<file path="src/design/ecfm_pkg.sv">
`default_nettype none
package ecfm_pkg;
	localparam int unsigned WindowDef = 5;
	localparam int unsigned FractionBitsDef = 8;
	localparam int unsigned MaxHz = 20000;
	localparam int unsigned FreqW = 23;
	localparam int unsigned RegIdxW = 3;

	localparam logic [1:0] CMD_EDGE = 2'd0;
	localparam logic [1:0] CMD_TICK = 2'd1;
	localparam logic [1:0] CMD_READ = 2'd2;

	localparam logic [RegIdxW-1:0] REG_MODE = 3'd0;
	localparam logic [RegIdxW-1:0] REG_RES = 3'd1;
	localparam logic [RegIdxW-1:0] REG_MINP = 3'd2;
	localparam logic [RegIdxW-1:0] REG_MAXP = 3'd3;
	localparam logic [RegIdxW-1:0] REG_MINPULSE = 3'd4;
	localparam logic [RegIdxW-1:0] REG_TIMEOUT = 3'd5;

	typedef enum logic [2:0] {
		ST_IDLE,
		ST_SORT,
		ST_DIV,
		ST_DONE,
		ST_OUT
	} state_t;

	// controller to datapath
	typedef struct packed {
		logic take;       // latch input word, run edge/tick/read logic
		logic div_start;
		logic finish;     // compute result word
	} cmd_t;

	// datapath to controller
	typedef struct packed {
		logic need_sort;  // item needs median + division
		logic has_result;
		logic sort_done;
		logic div_done;
	} sts_t;
endpackage
`default_nettype wire

</file>
<file path="src/design/ecfm_if.sv">
`default_nettype none
interface ecfm_in_if;
	logic valid;
	logic ready;
	logic [1:0] command;
	logic [31:0] timestamp;
	logic rising;
	modport source (output valid, command, timestamp, rising, input ready);
	modport sink (input valid, command, timestamp, rising, output ready);
endinterface

interface ecfm_out_if;
	logic valid;
	logic ready;
	logic [22:0] frequency_q8;
	logic timed_out;
	modport source (output valid, frequency_q8, timed_out, input ready);
	modport sink (input valid, frequency_q8, timed_out, output ready);
endinterface

interface ecfm_cfg_if;
	logic valid;
	logic ready;
	logic [2:0] index;
	logic [31:0] data;
	modport source (output valid, index, data, input ready);
	modport sink (input valid, index, data, output ready);
endinterface
`default_nettype wire

</file>
<file path="src/design/ecfm_ctrl.sv">
`default_nettype none
module ecfm_ctrl
	import ecfm_pkg::*;
(
	input  wire  clk,
	input  wire  arst_n,
	input  wire  in_valid,
	output logic in_ready,
	output logic out_valid,
	input  wire  out_ready,
	input  sts_t sts,
	output cmd_t cmd
);
	state_t state_q, state_d;

	always_ff @(posedge clk or negedge arst_n) begin
		if (!arst_n) state_q <= ST_IDLE;
		else state_q <= state_d;
	end

	// idle: take; sort/div run only when the item needs a median
	always_comb begin
		state_d = state_q;
		unique case (state_q)
			ST_IDLE: begin
				if (in_valid) state_d = ST_SORT;
			end
			ST_SORT: begin
				if (!sts.need_sort) state_d = ST_DONE;
				else if (sts.sort_done) state_d = ST_DIV;
			end
			ST_DIV: begin
				if (sts.div_done) state_d = ST_DONE;
			end
			ST_DONE: begin
				state_d = sts.has_result ? ST_OUT : ST_IDLE;
			end
			ST_OUT: begin
				if (out_ready) state_d = ST_IDLE;
			end
			default: state_d = ST_IDLE;
		endcase
	end

	always_comb begin
		cmd = '0;
		in_ready = 1'b0;
		out_valid = 1'b0;
		unique case (state_q)
			ST_IDLE: begin
				in_ready = 1'b1;
				cmd.take = in_valid;
			end
			ST_SORT: begin
				if (sts.need_sort && sts.sort_done) cmd.div_start = 1'b1;
			end
			ST_DIV: ;
			ST_DONE: cmd.finish = 1'b1;
			ST_OUT: out_valid = 1'b1;
			default: ;
		endcase
	end
endmodule
`default_nettype wire

</file>
<file path="src/design/ecfm_dp.sv">
`default_nettype none
module ecfm_dp
	import ecfm_pkg::*;
#(
	parameter int unsigned WINDOW = WindowDef,
	parameter int unsigned FRACTION_BITS = FractionBitsDef
) (
	input  wire  clk,
	input  wire  arst_n,
	input  cmd_t cmd,
	output sts_t sts,
	input  wire [1:0] command,
	input  wire [31:0] timestamp,
	input  wire  rising,
	input  wire  cfg_we,
	input  wire [RegIdxW-1:0] cfg_index,
	input  wire [31:0] cfg_data,
	output logic [FreqW-1:0] frequency_q8,
	output logic timed_out
);
	localparam int unsigned IW = $clog2(WINDOW + 1);
	localparam int unsigned NW = 32 + FRACTION_BITS;
	localparam int unsigned CW = $clog2(NW + 1);
	localparam logic [NW-1:0] CAP = NW'(MaxHz) << FRACTION_BITS;

	logic mode_q;
	logic [31:0] res_q, minp_q, maxp_q, minpulse_q;
	logic [15:0] tmo_q;
	logic [31:0] win_q [WINDOW];
	logic [IW-1:0] widx_q, wcnt_q;
	logic [31:0] lrise_q;
	logic rvalid_q;
	logic [31:0] ptime_q [2];
	logic prise_q [2];
	logic [1:0] pfill_q;
	logic [FreqW-1:0] held_q;
	logic [15:0] ms_q;
	logic read_med_q;   // mode 0 read: result comes from division
	logic upd_held_q;   // mode 1 push: division updates held value
	logic has_res_q, need_q;
	logic [IW-1:0] pos_q;
	logic [31:0] med_q;
	logic [IW-1:0] sc_q;   // candidate index being ranked
	logic [NW-1:0] num_q, quo_q;
	logic [31:0] rem_q;
	logic [CW-1:0] dcnt_q;
	logic div_busy_q, div_done_q, sort_done_q, sort_busy_q;

	// push helpers
	logic [IW-1:0] widx_use, widx_nxt;
	always_comb begin
		widx_use = (widx_q >= IW'(WINDOW)) ? '0 : widx_q;
		widx_nxt = (widx_use == IW'(WINDOW - 1)) ? '0 : widx_use + 1'b1;
	end

	wire [31:0] pa = timestamp - lrise_q;
	wire [31:0] hi_w = ptime_q[1] - ptime_q[0];
	wire [31:0] lo_w = timestamp - ptime_q[1];
	wire [31:0] pb = timestamp - ptime_q[0];
	wire pat_ok = pfill_q == 2'd2 && prise_q[0] && !prise_q[1] && rising &&
		hi_w >= minpulse_q && lo_w >= minpulse_q && pb != 0 && pb >= minp_q;
	wire [IW-1:0] cnt_b = (wcnt_q < IW'(WINDOW)) ? wcnt_q + 1'b1 : wcnt_q;

	// rank select: candidate c is at sorted position pos when
	// #less < pos+1 and #less + #equal > pos, with ties broken by index
	logic [IW-1:0] nless, neq;
	logic is_pick;
	always_comb begin
		nless = '0;
		neq = '0;
		for (int i = 0; i < WINDOW; i++) begin
			if (IW'(i) < wcnt_q) begin
				if (win_q[i] < win_q[sc_q]) nless = nless + 1'b1;
				else if (win_q[i] == win_q[sc_q]) neq = neq + 1'b1;
			end
		end
		is_pick = nless <= pos_q && (nless + neq) > pos_q;
	end

	// restoring division step
	wire [32:0] rem_sh = {rem_q, num_q[NW-1]};
	wire rem_ge = rem_sh >= {1'b0, med_q};
	wire [32:0] rem_sub = rem_sh - {1'b0, med_q};
	wire [NW-1:0] q_sat = (quo_q > CAP) ? CAP : quo_q;
	wire [FreqW-1:0] q_out = q_sat[FreqW-1:0];

	always_ff @(posedge clk or negedge arst_n) begin
		if (!arst_n) begin
			mode_q <= 1'b0;
			res_q <= 32'd80000000;
			minp_q <= 32'd4000;
			maxp_q <= 32'd16000000;
			minpulse_q <= 32'd8000;
			tmo_q <= 16'd500;
			widx_q <= '0;
			wcnt_q <= '0;
			lrise_q <= '0;
			rvalid_q <= 1'b0;
			pfill_q <= '0;
			held_q <= '0;
			ms_q <= '0;
			read_med_q <= 1'b0;
			upd_held_q <= 1'b0;
			has_res_q <= 1'b0;
			need_q <= 1'b0;
			sort_busy_q <= 1'b0;
			sort_done_q <= 1'b0;
			div_busy_q <= 1'b0;
			div_done_q <= 1'b0;
			pos_q <= '0;
			med_q <= '0;
			sc_q <= '0;
			num_q <= '0;
			quo_q <= '0;
			rem_q <= '0;
			dcnt_q <= '0;
			frequency_q8 <= '0;
			timed_out <= 1'b0;
		end else begin
			if (cfg_we) begin
				unique case (cfg_index)
					REG_MODE: begin
						mode_q <= cfg_data[0];
						widx_q <= '0;
						wcnt_q <= '0;
						lrise_q <= '0;
						rvalid_q <= 1'b0;
						pfill_q <= '0;
						held_q <= '0;
						ms_q <= '0;
					end
					REG_RES: res_q <= cfg_data;
					REG_MINP: minp_q <= cfg_data;
					REG_MAXP: maxp_q <= cfg_data;
					REG_MINPULSE: minpulse_q <= cfg_data;
					REG_TIMEOUT: tmo_q <= cfg_data[15:0];
					default: ;
				endcase
			end
			if (cmd.take) begin
				has_res_q <= 1'b0;
				need_q <= 1'b0;
				read_med_q <= 1'b0;
				upd_held_q <= 1'b0;
				sort_done_q <= 1'b0;
				div_done_q <= 1'b0;
				sc_q <= '0;
				timed_out <= 1'b0;
				unique case (command)
					CMD_EDGE: begin
						if (!mode_q) begin
							if (rising) begin
								if (!rvalid_q || pa >= minp_q) begin
									lrise_q <= timestamp;
									rvalid_q <= 1'b1;
								end
								if (rvalid_q && pa >= minp_q && pa <= maxp_q) begin
									win_q[widx_use] <= pa;
									widx_q <= widx_nxt;
									if (wcnt_q < IW'(WINDOW)) wcnt_q <= wcnt_q + 1'b1;
									ms_q <= '0;
								end
							end
						end else begin
							ms_q <= '0;
							if (pfill_q < 2'd2) begin
								ptime_q[pfill_q[0]] <= timestamp;
								prise_q[pfill_q[0]] <= rising;
								pfill_q <= pfill_q + 1'b1;
							end else begin
								ptime_q[0] <= ptime_q[1];
								prise_q[0] <= prise_q[1];
								ptime_q[1] <= timestamp;
								prise_q[1] <= rising;
								if (pat_ok) begin
									win_q[widx_use] <= pb;
									widx_q <= widx_nxt;
									wcnt_q <= cnt_b;
									need_q <= 1'b1;
									upd_held_q <= 1'b1;
									sort_busy_q <= 1'b1;
									pos_q <= cnt_b - 1'b1 - (cnt_b >> 1);
								end
							end
						end
					end
					CMD_TICK: if (ms_q != 16'hFFFF) ms_q <= ms_q + 1'b1;
					CMD_READ: begin
						has_res_q <= 1'b1;
						if (ms_q > tmo_q) begin
							timed_out <= 1'b1;
							frequency_q8 <= '0;
							if (wcnt_q != 0 || held_q != 0) begin
								widx_q <= '0;
								wcnt_q <= '0;
								lrise_q <= '0;
								rvalid_q <= 1'b0;
								pfill_q <= '0;
								held_q <= '0;
								ms_q <= '0;
							end
						end else if (res_q == 0) begin
							frequency_q8 <= held_q;
						end else if (!mode_q) begin
							frequency_q8 <= '0;
							if (wcnt_q != 0) begin
								need_q <= 1'b1;
								read_med_q <= 1'b1;
								sort_busy_q <= 1'b1;
								pos_q <= wcnt_q >> 1;
							end
						end else begin
							frequency_q8 <= held_q;
							pfill_q <= '0;
						end
					end
					default: ;
				endcase
			end
			// median search, one candidate per cycle
			if (sort_busy_q) begin
				if (is_pick) begin
					med_q <= win_q[sc_q];
					sort_busy_q <= 1'b0;
					sort_done_q <= 1'b1;
				end else begin
					sc_q <= sc_q + 1'b1;
				end
			end
			if (cmd.div_start) begin
				sort_done_q <= 1'b0;
				if (med_q == 0) begin
					quo_q <= '0;
					div_done_q <= 1'b1;
				end else begin
					num_q <= NW'(res_q) << FRACTION_BITS;
					rem_q <= '0;
					quo_q <= '0;
					dcnt_q <= CW'(NW);
					div_busy_q <= 1'b1;
				end
			end
			if (div_busy_q) begin
				num_q <= num_q << 1;
				rem_q <= rem_ge ? rem_sub[31:0] : rem_sh[31:0];
				quo_q <= {quo_q[NW-2:0], rem_ge};
				dcnt_q <= dcnt_q - 1'b1;
				if (dcnt_q == CW'(1)) begin
					div_busy_q <= 1'b0;
					div_done_q <= 1'b1;
				end
			end
			if (cmd.finish && need_q) begin
				if (read_med_q) frequency_q8 <= (med_q == 0) ? held_q : q_out;
				if (upd_held_q) held_q <= (med_q == 0) ? '0 : q_out;
			end
		end
	end

	always_comb begin
		sts.need_sort = need_q;
		sts.has_result = has_res_q;
		sts.sort_done = sort_done_q;
		sts.div_done = div_done_q;
	end
endmodule
`default_nettype wire

</file>
<file path="src/design/edge_capture_frequency_meter_unit.sv">
`default_nettype none
// channel  dir  handshake      word
// in       in   valid/ready    command, timestamp, rising
// out      out  valid/ready    frequency_q8, timed_out
// cfg      in   valid/ready    index, data
// one item at a time: take, then, for a median read or a mode 1 edge that
// updates the median, median search and the restoring divider, then finish,
// then the result word for a read.
// reset sets registers and state to defaults; the window and the pattern edge buffer hold no reset value.
// out stall holds the block; config is always ready.
module edge_capture_frequency_meter_unit
	import ecfm_pkg::*;
#(
	parameter int unsigned WINDOW = WindowDef,
	parameter int unsigned FRACTION_BITS = FractionBitsDef
) (
	input  wire clk,
	input  wire arst_n,
	ecfm_in_if.sink in,
	ecfm_out_if.source out,
	ecfm_cfg_if.sink cfg
);
	cmd_t cmd;
	sts_t sts;

	assign cfg.ready = 1'b1;

	ecfm_ctrl u_ctrl (
		.clk(clk), .arst_n(arst_n),
		.in_valid(in.valid), .in_ready(in.ready),
		.out_valid(out.valid), .out_ready(out.ready),
		.sts(sts), .cmd(cmd)
	);

	ecfm_dp #(.WINDOW(WINDOW), .FRACTION_BITS(FRACTION_BITS)) u_dp (
		.clk(clk), .arst_n(arst_n), .cmd(cmd), .sts(sts),
		.command(in.command), .timestamp(in.timestamp), .rising(in.rising),
		.cfg_we(cfg.valid), .cfg_index(cfg.index), .cfg_data(cfg.data),
		.frequency_q8(out.frequency_q8), .timed_out(out.timed_out)
	);
endmodule
`default_nettype wire

</file>
<file path="src/flat_wrapper.sv">
// flat-port wrapper written by rule: the top's interface ports become plain ports
module edge_capture_frequency_meter_unit_flat import ecfm_pkg::*;
#(
	parameter int unsigned WINDOW = WindowDef,
	parameter int unsigned FRACTION_BITS = FractionBitsDef
)
  (clk, arst_n, in_valid, in_command, in_timestamp, in_rising, in_ready, out_valid, out_frequency_q8, out_timed_out, out_ready, cfg_valid, cfg_index, cfg_data, cfg_ready);
  ecfm_in_if in_i ();
  ecfm_out_if out_i ();
  ecfm_cfg_if cfg_i ();
  input  wire clk;
  input  wire arst_n;
  input wire logic [$bits(in_i.valid)-1:0] in_valid;
  input wire logic [$bits(in_i.command)-1:0] in_command;
  input wire logic [$bits(in_i.timestamp)-1:0] in_timestamp;
  input wire logic [$bits(in_i.rising)-1:0] in_rising;
  output wire logic [$bits(in_i.ready)-1:0] in_ready;
  output wire logic [$bits(out_i.valid)-1:0] out_valid;
  output wire logic [$bits(out_i.frequency_q8)-1:0] out_frequency_q8;
  output wire logic [$bits(out_i.timed_out)-1:0] out_timed_out;
  input wire logic [$bits(out_i.ready)-1:0] out_ready;
  input wire logic [$bits(cfg_i.valid)-1:0] cfg_valid;
  input wire logic [$bits(cfg_i.index)-1:0] cfg_index;
  input wire logic [$bits(cfg_i.data)-1:0] cfg_data;
  output wire logic [$bits(cfg_i.ready)-1:0] cfg_ready;
  assign in_i.valid = in_valid;
  assign in_i.command = in_command;
  assign in_i.timestamp = in_timestamp;
  assign in_i.rising = in_rising;
  assign in_ready = in_i.ready;
  assign out_valid = out_i.valid;
  assign out_frequency_q8 = out_i.frequency_q8;
  assign out_timed_out = out_i.timed_out;
  assign out_i.ready = out_ready;
  assign cfg_i.valid = cfg_valid;
  assign cfg_i.index = cfg_index;
  assign cfg_i.data = cfg_data;
  assign cfg_ready = cfg_i.ready;
  edge_capture_frequency_meter_unit #(.WINDOW(WINDOW), .FRACTION_BITS(FRACTION_BITS)) u_core (.clk(clk), .arst_n(arst_n), .in(in_i), .out(out_i), .cfg(cfg_i));
endmodule
</file>
<file path="config.mk">
export PLATFORM = sky130hd
export DESIGN_NAME = edge_capture_frequency_meter_unit_flat
export DESIGN_NICKNAME = d
export VERILOG_FILES = /design/src/design/ecfm_pkg.sv /design/src/design/ecfm_if.sv /design/src/design/ecfm_ctrl.sv /design/src/design/ecfm_dp.sv /design/src/design/edge_capture_frequency_meter_unit.sv /design/src/flat_wrapper.sv
export SDC_FILE = /design/constraint.sdc
export NUM_CORES = 2
export LEC_CHECK = 0
export CORE_MARGIN = 2
export CORE_UTILIZATION = 40
export CTS_CLUSTER_DIAMETER = 80
export CTS_CLUSTER_SIZE = 24
export DETAILED_ROUTE_END_ITERATION = 7
export DONT_BUFFER_PORTS = 1
export GPL_ROUTABILITY_DRIVEN = 0
export REMOVE_ABC_BUFFERS = 1
export SYNTH_ARGS = -nofsm -noshare
export SYNTH_HDL_FRONTEND = slang
export SYNTH_SLANG_ARGS = --single-unit
</file>
<file path="constraint.sdc">
create_clock -name clk -period 9.57 [get_ports clk]
set_input_delay 0.957 -clock clk [delete_from_list [all_inputs] [get_ports clk]]
set_output_delay 0.957 -clock clk [all_outputs]
set_load 0.01 [all_outputs]
</file>
Yosys cells after proc, flatten, opt, wreduce, memory -nomap -nowiden
Memory sizes are Yosys's and may differ from the RTL's.
Cells that the tools add are included.
{"block": "totals", "ff_bits": 416, "mem_bits_rw": 226, "elab_cells": 359, "n_memories": 3}
{"block": "op_classes", "n_addsub": 22, "n_lt_le_gt_ge": 23, "eq_ne": 32, "muxes": 205, "bitwise_logic": 1, "reduce_logical": 42}
{"name": "u_core.u_dp.win_q", "depth": 5, "width": 32, "read_ports": 6, "rd_ports_with_merged_regs": 0, "wr": 1, "line": "ecfm_dp.sv:29", "text": "logic [31:0] win_q [WINDOW];"}
{"name": "u_core.u_dp.ptime_q", "depth": 2, "width": 32, "read_ports": 2, "rd_ports_with_merged_regs": 0, "wr": 2, "line": "ecfm_dp.sv:33", "text": "logic [31:0] ptime_q [2];"}
{"name": "u_core.u_dp.prise_q", "depth": 2, "width": 1, "read_ports": 2, "rd_ports_with_merged_regs": 0, "wr": 2, "line": "ecfm_dp.sv:34", "text": "logic prise_q [2];"}
{"operator": "$mux 32", "n": 14}
{"operator": "$mux 23", "n": 18}
{"operator": "$mux 40", "n": 5}
{"operator": "$mux 3", "n": 60}
{"operator": "$eq 32x32->1", "n": 5}
{"operator": "$lt 32x32->1", "n": 5}
{"operator": "$sub 32x32->32", "n": 5}
{"operator": "$mux 16", "n": 9}
{"operator": "$ge 32x32->1", "n": 4}
{"operator": "$mux 1", "n": 77}
{"operator": "$logic_not 32->1", "n": 2}
{"operator": "$pmux 32 s2", "n": 1}
{"operator": "$pmux 16 s3", "n": 1}
{"operator": "$gt 40x23->1 const B", "n": 1}
{"operator": "$add 3x1->3 const B", "n": 11}
{"operator": "$ge 33x32->1", "n": 1}
{"operator": "$le 32x32->1", "n": 1}
{"operator": "$reduce_bool 32->1", "n": 1}
{"operator": "$reduce_or 32->1", "n": 1}
{"operator": "$reduce_bool 23->1", "n": 1}
{"operator": "$ne 2x2->1 const B", "n": 11}
{"operator": "$mux 2", "n": 9}
{"operator": "$mux 6", "n": 3}
{"operator": "$pmux 3 s2", "n": 3}
{"operator": "38 further kinds", "n": 76}

Depth between registers and ports, before layout
An unclocked memory read counts as a cell.
{"block": "logic_depth", "depth_word": 27, "depth_mapped": 38, "depth_no_buf": 36}

Modules after synthesis
From an unflattened synthesis, not the netlist that was laid out.
{"block": "unflattened", "hier_cells": 4493, "hier_area_um2": 46231.8}
{"module": "ecfm_dp", "n_inst": 1, "cells_each": 4471, "area_per_inst_um2": 46042.9}
{"module": "ecfm_ctrl", "n_inst": 1, "cells_each": 20, "area_per_inst_um2": 177.7}
{"module": "edge_capture_frequency_meter_unit", "n_inst": 1, "cells_each": 2, "area_per_inst_um2": 11.3}

Least setup slack after synthesis
Ideal clock, no wire load.
{"block": "synth_path", "kind": "input-to-reg", "from": "input port in_timestamp[0]", "to": "memory u_core.u_dp.win_q[3][0] (enable)", "setup_time_ps": 468, "arrival_time_ps": 8360, "slack_ps": 742, "path_stages": 25, "path_cell_list": "inv_1 > ha_1 > inv_1 > fa_1 > a21o_1 > a21oi_1 > o21bai_1 > o31a_1 > o41ai_1 > o21ai_0 > a21oi_1 > o311ai_0 > a21oi_1 > xnor2_1 > ha_1 > a21o_1 > a211o_1 > a31o_2 > a211o_1 > o21ai_0 > nand2_1 > nor2_1 > and4_1 > a31oi_1 > nor3b_1"}
{"block": "synth_via", "elab_chain_cells": 13}
{"element": "start, declared", "line": "flat_wrapper.sv:15", "text": "input wire logic [$bits(in_i.timestamp)-1:0] in_timestamp;"}
{"element": "$sub 32x32->32", "line": "ecfm_dp.sv:58", "text": "wire [31:0] lo_w = timestamp - ptime_q[1];"}
{"element": "$ge 32x32->1", "line": "ecfm_dp.sv:61", "text": "hi_w >= minpulse_q && lo_w >= minpulse_q && pb != 0 && pb >= minp_q;"}
{"element": "$logic_and 1x1->1 (3 in a row)", "line": "ecfm_dp.sv:61"}
{"element": "$mux 1", "line": "ecfm_dp.sv:175", "text": "if (pat_ok) begin"}
{"element": "$mux 1"}
{"element": "$mux 1", "line": "ecfm_dp.sv:151", "text": "if (!mode_q) begin"}
{"element": "$mux 1"}
{"element": "$mux 1", "line": "ecfm_dp.sv:140", "text": "if (cmd.take) begin"}
{"element": "$logic_and 1x1->1 (implied by the code)", "line": "ecfm_dp.sv:176", "text": "win_q[widx_use] <= pb;"}
{"element": "$mux 1 (implied by the code)", "line": "ecfm_dp.sv:176"}
{"element": "$or 1x1->1 (no source line) *"}
{"element": "end, declared", "line": "ecfm_dp.sv:29"}
Every way passes the cells marked *; elsewhere a longest branch is shown, timed or not.

Worst setup path in the final report
{"block": "layout_path", "from": "register u_core.u_dp.sc_q[0]", "to": "register u_core.u_dp.med_q[0], read port of u_core.u_dp.win_q"}
{"block": "layout_via", "elab_chain_cells": 25}
{"element": "start, declared", "line": "ecfm_dp.sv:43", "text": "logic [IW-1:0] sc_q;"}
{"element": "start signal, assigned", "line": "ecfm_dp.sv:227", "text": "sc_q <= sc_q + 1'b1;"}
{"element": "$mem_v2 5x32 *"}
{"element": "branches (longest 24 deep; another with $lt 32x32->1)"}
{"element": "end, declared", "line": "ecfm_dp.sv:42", "text": "logic [31:0] med_q;"}
Every way passes the cells marked *.
A chain may end at the register's enable or synchronous reset.

==> results.txt <==
In this run, CTS created clock tree buffers numbering 51. The met2 usage in global routing is a little under two fifths. The critical register-to-register path startpoint is u_core.u_dp.sc_q[0]$_DFF_PN0_. The cell at the root of the clock tree is sky130_fd_sc_hd__clkbuf_16. The count of TritonRoute iterations in the first routing pass came out at 5. The die boundary width came out at 343 microns. The number of buffers inserted by post-CTS setup repair came out at 0. The count of unique library cells instantiated by Yosys came out at 83. The top cell types in the final layout, fill and taps aside, are sky130_fd_sc_hd__ha_1, sky130_fd_sc_hd__nand2_1, sky130_fd_sc_hd__dfrtp_1. The post-place instance area is 0.0484 sq mm. The sort of element at the end of the critical path is a flop. The analysis attributes to net switching a power of 6.07 mW. Setup repair after global routing left no endpoint under its margin.

The critical path's most frequent cell is sky130_fd_sc_hd__ha_1. Across every metal layer, demand over resource in global routing totals a little over a fifth. The area growth from synthesis to layout is 9.30%. TritonCTS built the clock tree. The clock-pin transition on the worst setup and hold timing paths came out at 0.09 ns. For this design, the slowest cell found on the critical path is sky130_fd_sc_hd__dfrtp_4.

The sequential share of power is 31.0%. The number of port buffers came out at 0. The initial DRC count came out at ~2400. The clock passes through at most 3 buffers. Of the available clock period, the critical path in the final layout requires 89.9%. The pin count of the biggest net entering global routing is 216. The DRC violation count after routing came out at 0. Counting every sink on the clock net gives 730. The remaining antenna violation count after routing is 0. The startpoint class of the critical path is a flop.

The number of placed I/O pins came out at roughly 100. The number of hold violations in the final report is 0. In the final routed layout, each cell accounts on average for 21.2 microns. The height of the chip is 343 microns.

The library cell used most frequently in the layout, excluding fill and tap cells, is sky130_fd_sc_hd__ha_1. The count of flip-flops with a built-in enable after synthesis is 322. The post-synthesis cell count is roughly 4500.

For the worst setup path, the data arrival time is 9.16 ns. The share of total power dissipated in combinational logic is 51.3%. The post-layout instance area came out at a little over 0.05 sq mm. The final layout net count is 5153. The reg2reg setup slack is 0.97 ns. The mean post-synth cell area came out at around 10 sq um.

In the synthesized netlist the dominant register cell turns out to be sky130_fd_sc_hd__dfrtp_1. Counting flops and latches in the post-synthesis netlist gives 730. The summed negative setup slack over all endpoints is 0 ns. The global-route met1 utilization is 29.5%.

The overall via count from detail_route came out at 34300. During synthesis, Yosys emitted a total of 0 warnings. The proportion of synthesized chip area in sequential cells is 43.3%. The insertion delay of the later-clocked pin in the worst-skew pair is approximately 0.69 ns. The fraction of final layout cells sized beyond drive strength 1 is 9.40%.

The worst setup path is of the reg -> reg kind. The number of pins exceeding their max-slew limit in the final report is 0. met2 is the most crowded layer. The initialized floorplan defines 124 standard-cell rows.

For the pin with the worst max-slew slack, the measured transition is 1.01 ns. The number of max-cap violations came out at 0. The overall power after layout is 14.1 mW.

The worst relative slew slack is 30.7%. The setup slack after placement is 0.859 ns. The via count of the first global-routing pass is approximately 34000.

For this block, the routed nets add up to 130000 microns of wire. The flow ran to the end, and the final reports show no timing, DRC or antenna violations. For this design the ratio of total power to cell area is 280 mW/mm^2. The final setup violation count is 0.

The clock group share of total power came out at 17.7%. The residual overflow from global routing is 0. The first global-routing pass estimated 201000 microns of wire. The maximum net fanout on the critical path is 50.

The worst reg-to-reg path cell count is 35. The setup slack of the critical path after layout is roughly 0.97 ns. The largest single stage delay on the critical path is 0.64 ns. The switching share of power came out at 43.1%. Global routing used roughly 2.4% of the available met3 tracks.

Detailed placement finished with a half-perimeter wire length of 95500 microns. The required time of the critical path came out at around 10 ns. The cell-internal power is 8.01 mW. The worst hold path class is in -> async.

For this run, asynchronously set or reset flops after synthesis account for 55.9%. The core box area is between 0.1 and 0.15 sq mm. The area of the die is 0.118 sq mm. The post-layout minimum cycle time came out at ~8.6 ns. The ratio of routed vias to standard cells is 5.61.

The timing-limited maximum frequency came out at 0.116 GHz. After synthesis the cells add up to 0.0461 sq mm. The peak supply drop is 501 uV.

The static leakage came out at 21.8 nW. The initial standard-cell utilization of the core is 40.3%. CTS built an H-tree with a depth of 2.

The post-cts repair resize count came out at 0. The final worst clock skew is 0.0438 ns. The number of antenna violations at the first check in global routing is 2.

The worst register-to-register path ends at u_core.u_dp.med_q[0]$_DFFE_PN0P_.
[per-stage QoR]
stage / cells / util, % / hold slack, ns
after global routing: 6110 / 44.0 / 0.00640
after global placement: 6009 / 42.3 / 0.463
after detailed placement: 6009 / 42.3 / 0.470
after floorplan: 4420 / - / 0.442
final: 6113 / 44.0 / 0.0379
after CTS: 6110 / 44.0 / 0.00284
[metal layers]
layer  share of wire [%]  up-vias
li1                    -    16600
met1                  45    16900
met2                  48      709
met3                 4.2      160
met4                 3.1        2
met5               0.010        -
[state kept, by name, summed over array words and instances, names as in the netlist, 16 cells and up]
register / flops
u_core.u_dp.win_q: 256
u_core.u_dp.ptime_q: 64
u_core.u_dp.quo_q: 40
u_core.u_dp.lrise_q: 32
u_core.u_dp.maxp_q: 32
u_core.u_dp.med_q: 32
u_core.u_dp.minp_q: 32
u_core.u_dp.minpulse_q: 32
u_core.u_dp.num_q: 32
u_core.u_dp.rem_q: 32
u_core.u_dp.res_q: 32
u_core.u_dp.frequency_q8: 23
u_core.u_dp.held_q: 23
u_core.u_dp.ms_q: 16
u_core.u_dp.tmo_q: 16
[cell families (layout without fill, tap and decap cells)]
logic type,Yosys count,in the layout,share of synthesized area (%)
AOI/OAI and AO/OA,1204,1204,16.4
and+or+nand+nor,1153,1153,11.7
DFF,730,730,43.3
adders and majority gates,523,523,14.3
buffers and inverters,478,508,4.02
muxes,233,233,7.37
xor gates and xnor gates,150,150,2.85
other,2,100,0.0163
[how the worst max path moves through the flow]
stage,startpoint,endpoint,slack [ns]
after detailed placement,in_timestamp[0],u_core.u_dp.win_q[3][0]$_DFFE_PP_,0.86
after global placement,in_timestamp[0],u_core.u_dp.win_q[3][0]$_DFFE_PP_,0.88
after global routing,u_core.u_dp.sc_q[0]$_DFF_PN0_,u_core.u_dp.med_q[0]$_DFFE_PN0P_,0.39
final,u_core.u_dp.sc_q[0]$_DFF_PN0_,u_core.u_dp.med_q[0]$_DFFE_PN0P_,0.97
after CTS,u_core.u_dp.sc_q[0]$_DFF_PN0_,u_core.u_dp.med_q[0]$_DFFE_PN0P_,0.95
after floorplan,u_core.u_dp.sc_q[0]$_DFF_PN0_,u_core.u_dp.sc_q[2]$_DFF_PN0_,-0.92
[cell type report]
type | count | area, sq um
clock buffers | 59 | 1350
repair buffers | 82 | 698
multi-input cells | 3360 | 24800
clock inverters | 37 | 472
diodes | 3 | 7.51
fillers | 10700 | 64000
flip-flops and latches | 730 | 19900
well taps | 1512 | 1890
inverters | 330 | 1240
[worst max-delay path, delay by kind of cell, from the launching register on]
| kind | cells | cell delay [ns] |
|---|---|---|
| adders and majority gates | 7 | 2.06 |
| and+or+nand+nor | 2 | 0.28 |
| xor gates and xnor gates | 4 | 0.62 |
| muxes | 6 | 1.70 |
| DFF | 1 | 0.64 |
| AOI/OAI and AO/OA | 11 | 2.20 |
| buffers and inverters | 5 | 0.91 |
[what timing repair did]
action / 4_1_cts / 5_1_grt
endpoints found under the hold margin: 70 / 0
setup endpoints to repair: 0 / 0
hold buffers: 5 / 0
[Yosys cell counts, types with 8 or more instances]
library cell,n,share of area [%]
sky130_fd_sc_hd__or2_2,9,0.12
sky130_fd_sc_hd__o211ai_1,23,0.37
sky130_fd_sc_hd__nand4b_1,8,0.15
sky130_fd_sc_hd__nor3_1,60,0.65
sky130_fd_sc_hd__a32oi_1,11,0.21
sky130_fd_sc_hd__and2_1,15,0.20
sky130_fd_sc_hd__dfrtp_1,375,20
sky130_fd_sc_hd__edfxtp_1,322,21
sky130_fd_sc_hd__ha_1,516,14
sky130_fd_sc_hd__a221oi_1,28,0.53
sky130_fd_sc_hd__o22ai_1,43,0.58
sky130_fd_sc_hd__mux2i_1,46,1.0
sky130_fd_sc_hd__o21a_1,41,0.67
sky130_fd_sc_hd__o21ai_0,369,4.0
sky130_fd_sc_hd__a21oi_1,276,3.0
sky130_fd_sc_hd__xor2_1,47,0.89
sky130_fd_sc_hd__nand2b_1,34,0.46
sky130_fd_sc_hd__nor2_1,261,2.1
sky130_fd_sc_hd__nand2_1,430,3.5
sky130_fd_sc_hd__a211oi_1,23,0.37
sky130_fd_sc_hd__nor2b_1,43,0.58
sky130_fd_sc_hd__nor4_1,43,0.58
sky130_fd_sc_hd__a22o_1,38,0.72
sky130_fd_sc_hd__dfstp_2,33,1.9
sky130_fd_sc_hd__a31oi_1,46,0.62
sky130_fd_sc_hd__nand4_1,79,1.1
sky130_fd_sc_hd__buf_1,20,0.16
sky130_fd_sc_hd__nand3_1,87,0.95
sky130_fd_sc_hd__o31a_1,9,0.17
sky130_fd_sc_hd__a211o_1,12,0.23
sky130_fd_sc_hd__or3_1,17,0.23
sky130_fd_sc_hd__a21o_1,157,2.6
sky130_fd_sc_hd__and3_1,34,0.46
sky130_fd_sc_hd__clkbuf_1,122,0.99
sky130_fd_sc_hd__nor3b_1,8,0.13
sky130_fd_sc_hd__mux2_2,93,2.3
sky130_fd_sc_hd__o31ai_1,18,0.29
sky130_fd_sc_hd__o21bai_1,26,0.42
sky130_fd_sc_hd__xnor2_1,103,2.0
sky130_fd_sc_hd__inv_1,330,2.7
sky130_fd_sc_hd__mux4_2,64,3.1
sky130_fd_sc_hd__or4_1,8,0.13
sky130_fd_sc_hd__mux2_4,29,0.95
[power by group through the flow]
stage / Combinational [mW] / Sequential, mW / Clock, mW
after floorplan: 4.61 / 4.30 / 0
after global placement: 7.10 / 4.41 / 0
after detailed placement: 7.19 / 4.42 / 0
after CTS: 7.26 / 4.35 / 2.55
after global routing: 8.10 / 4.41 / 2.66
final: 7.23 / 4.36 / 2.49
(Power assumes the default switching activity.)
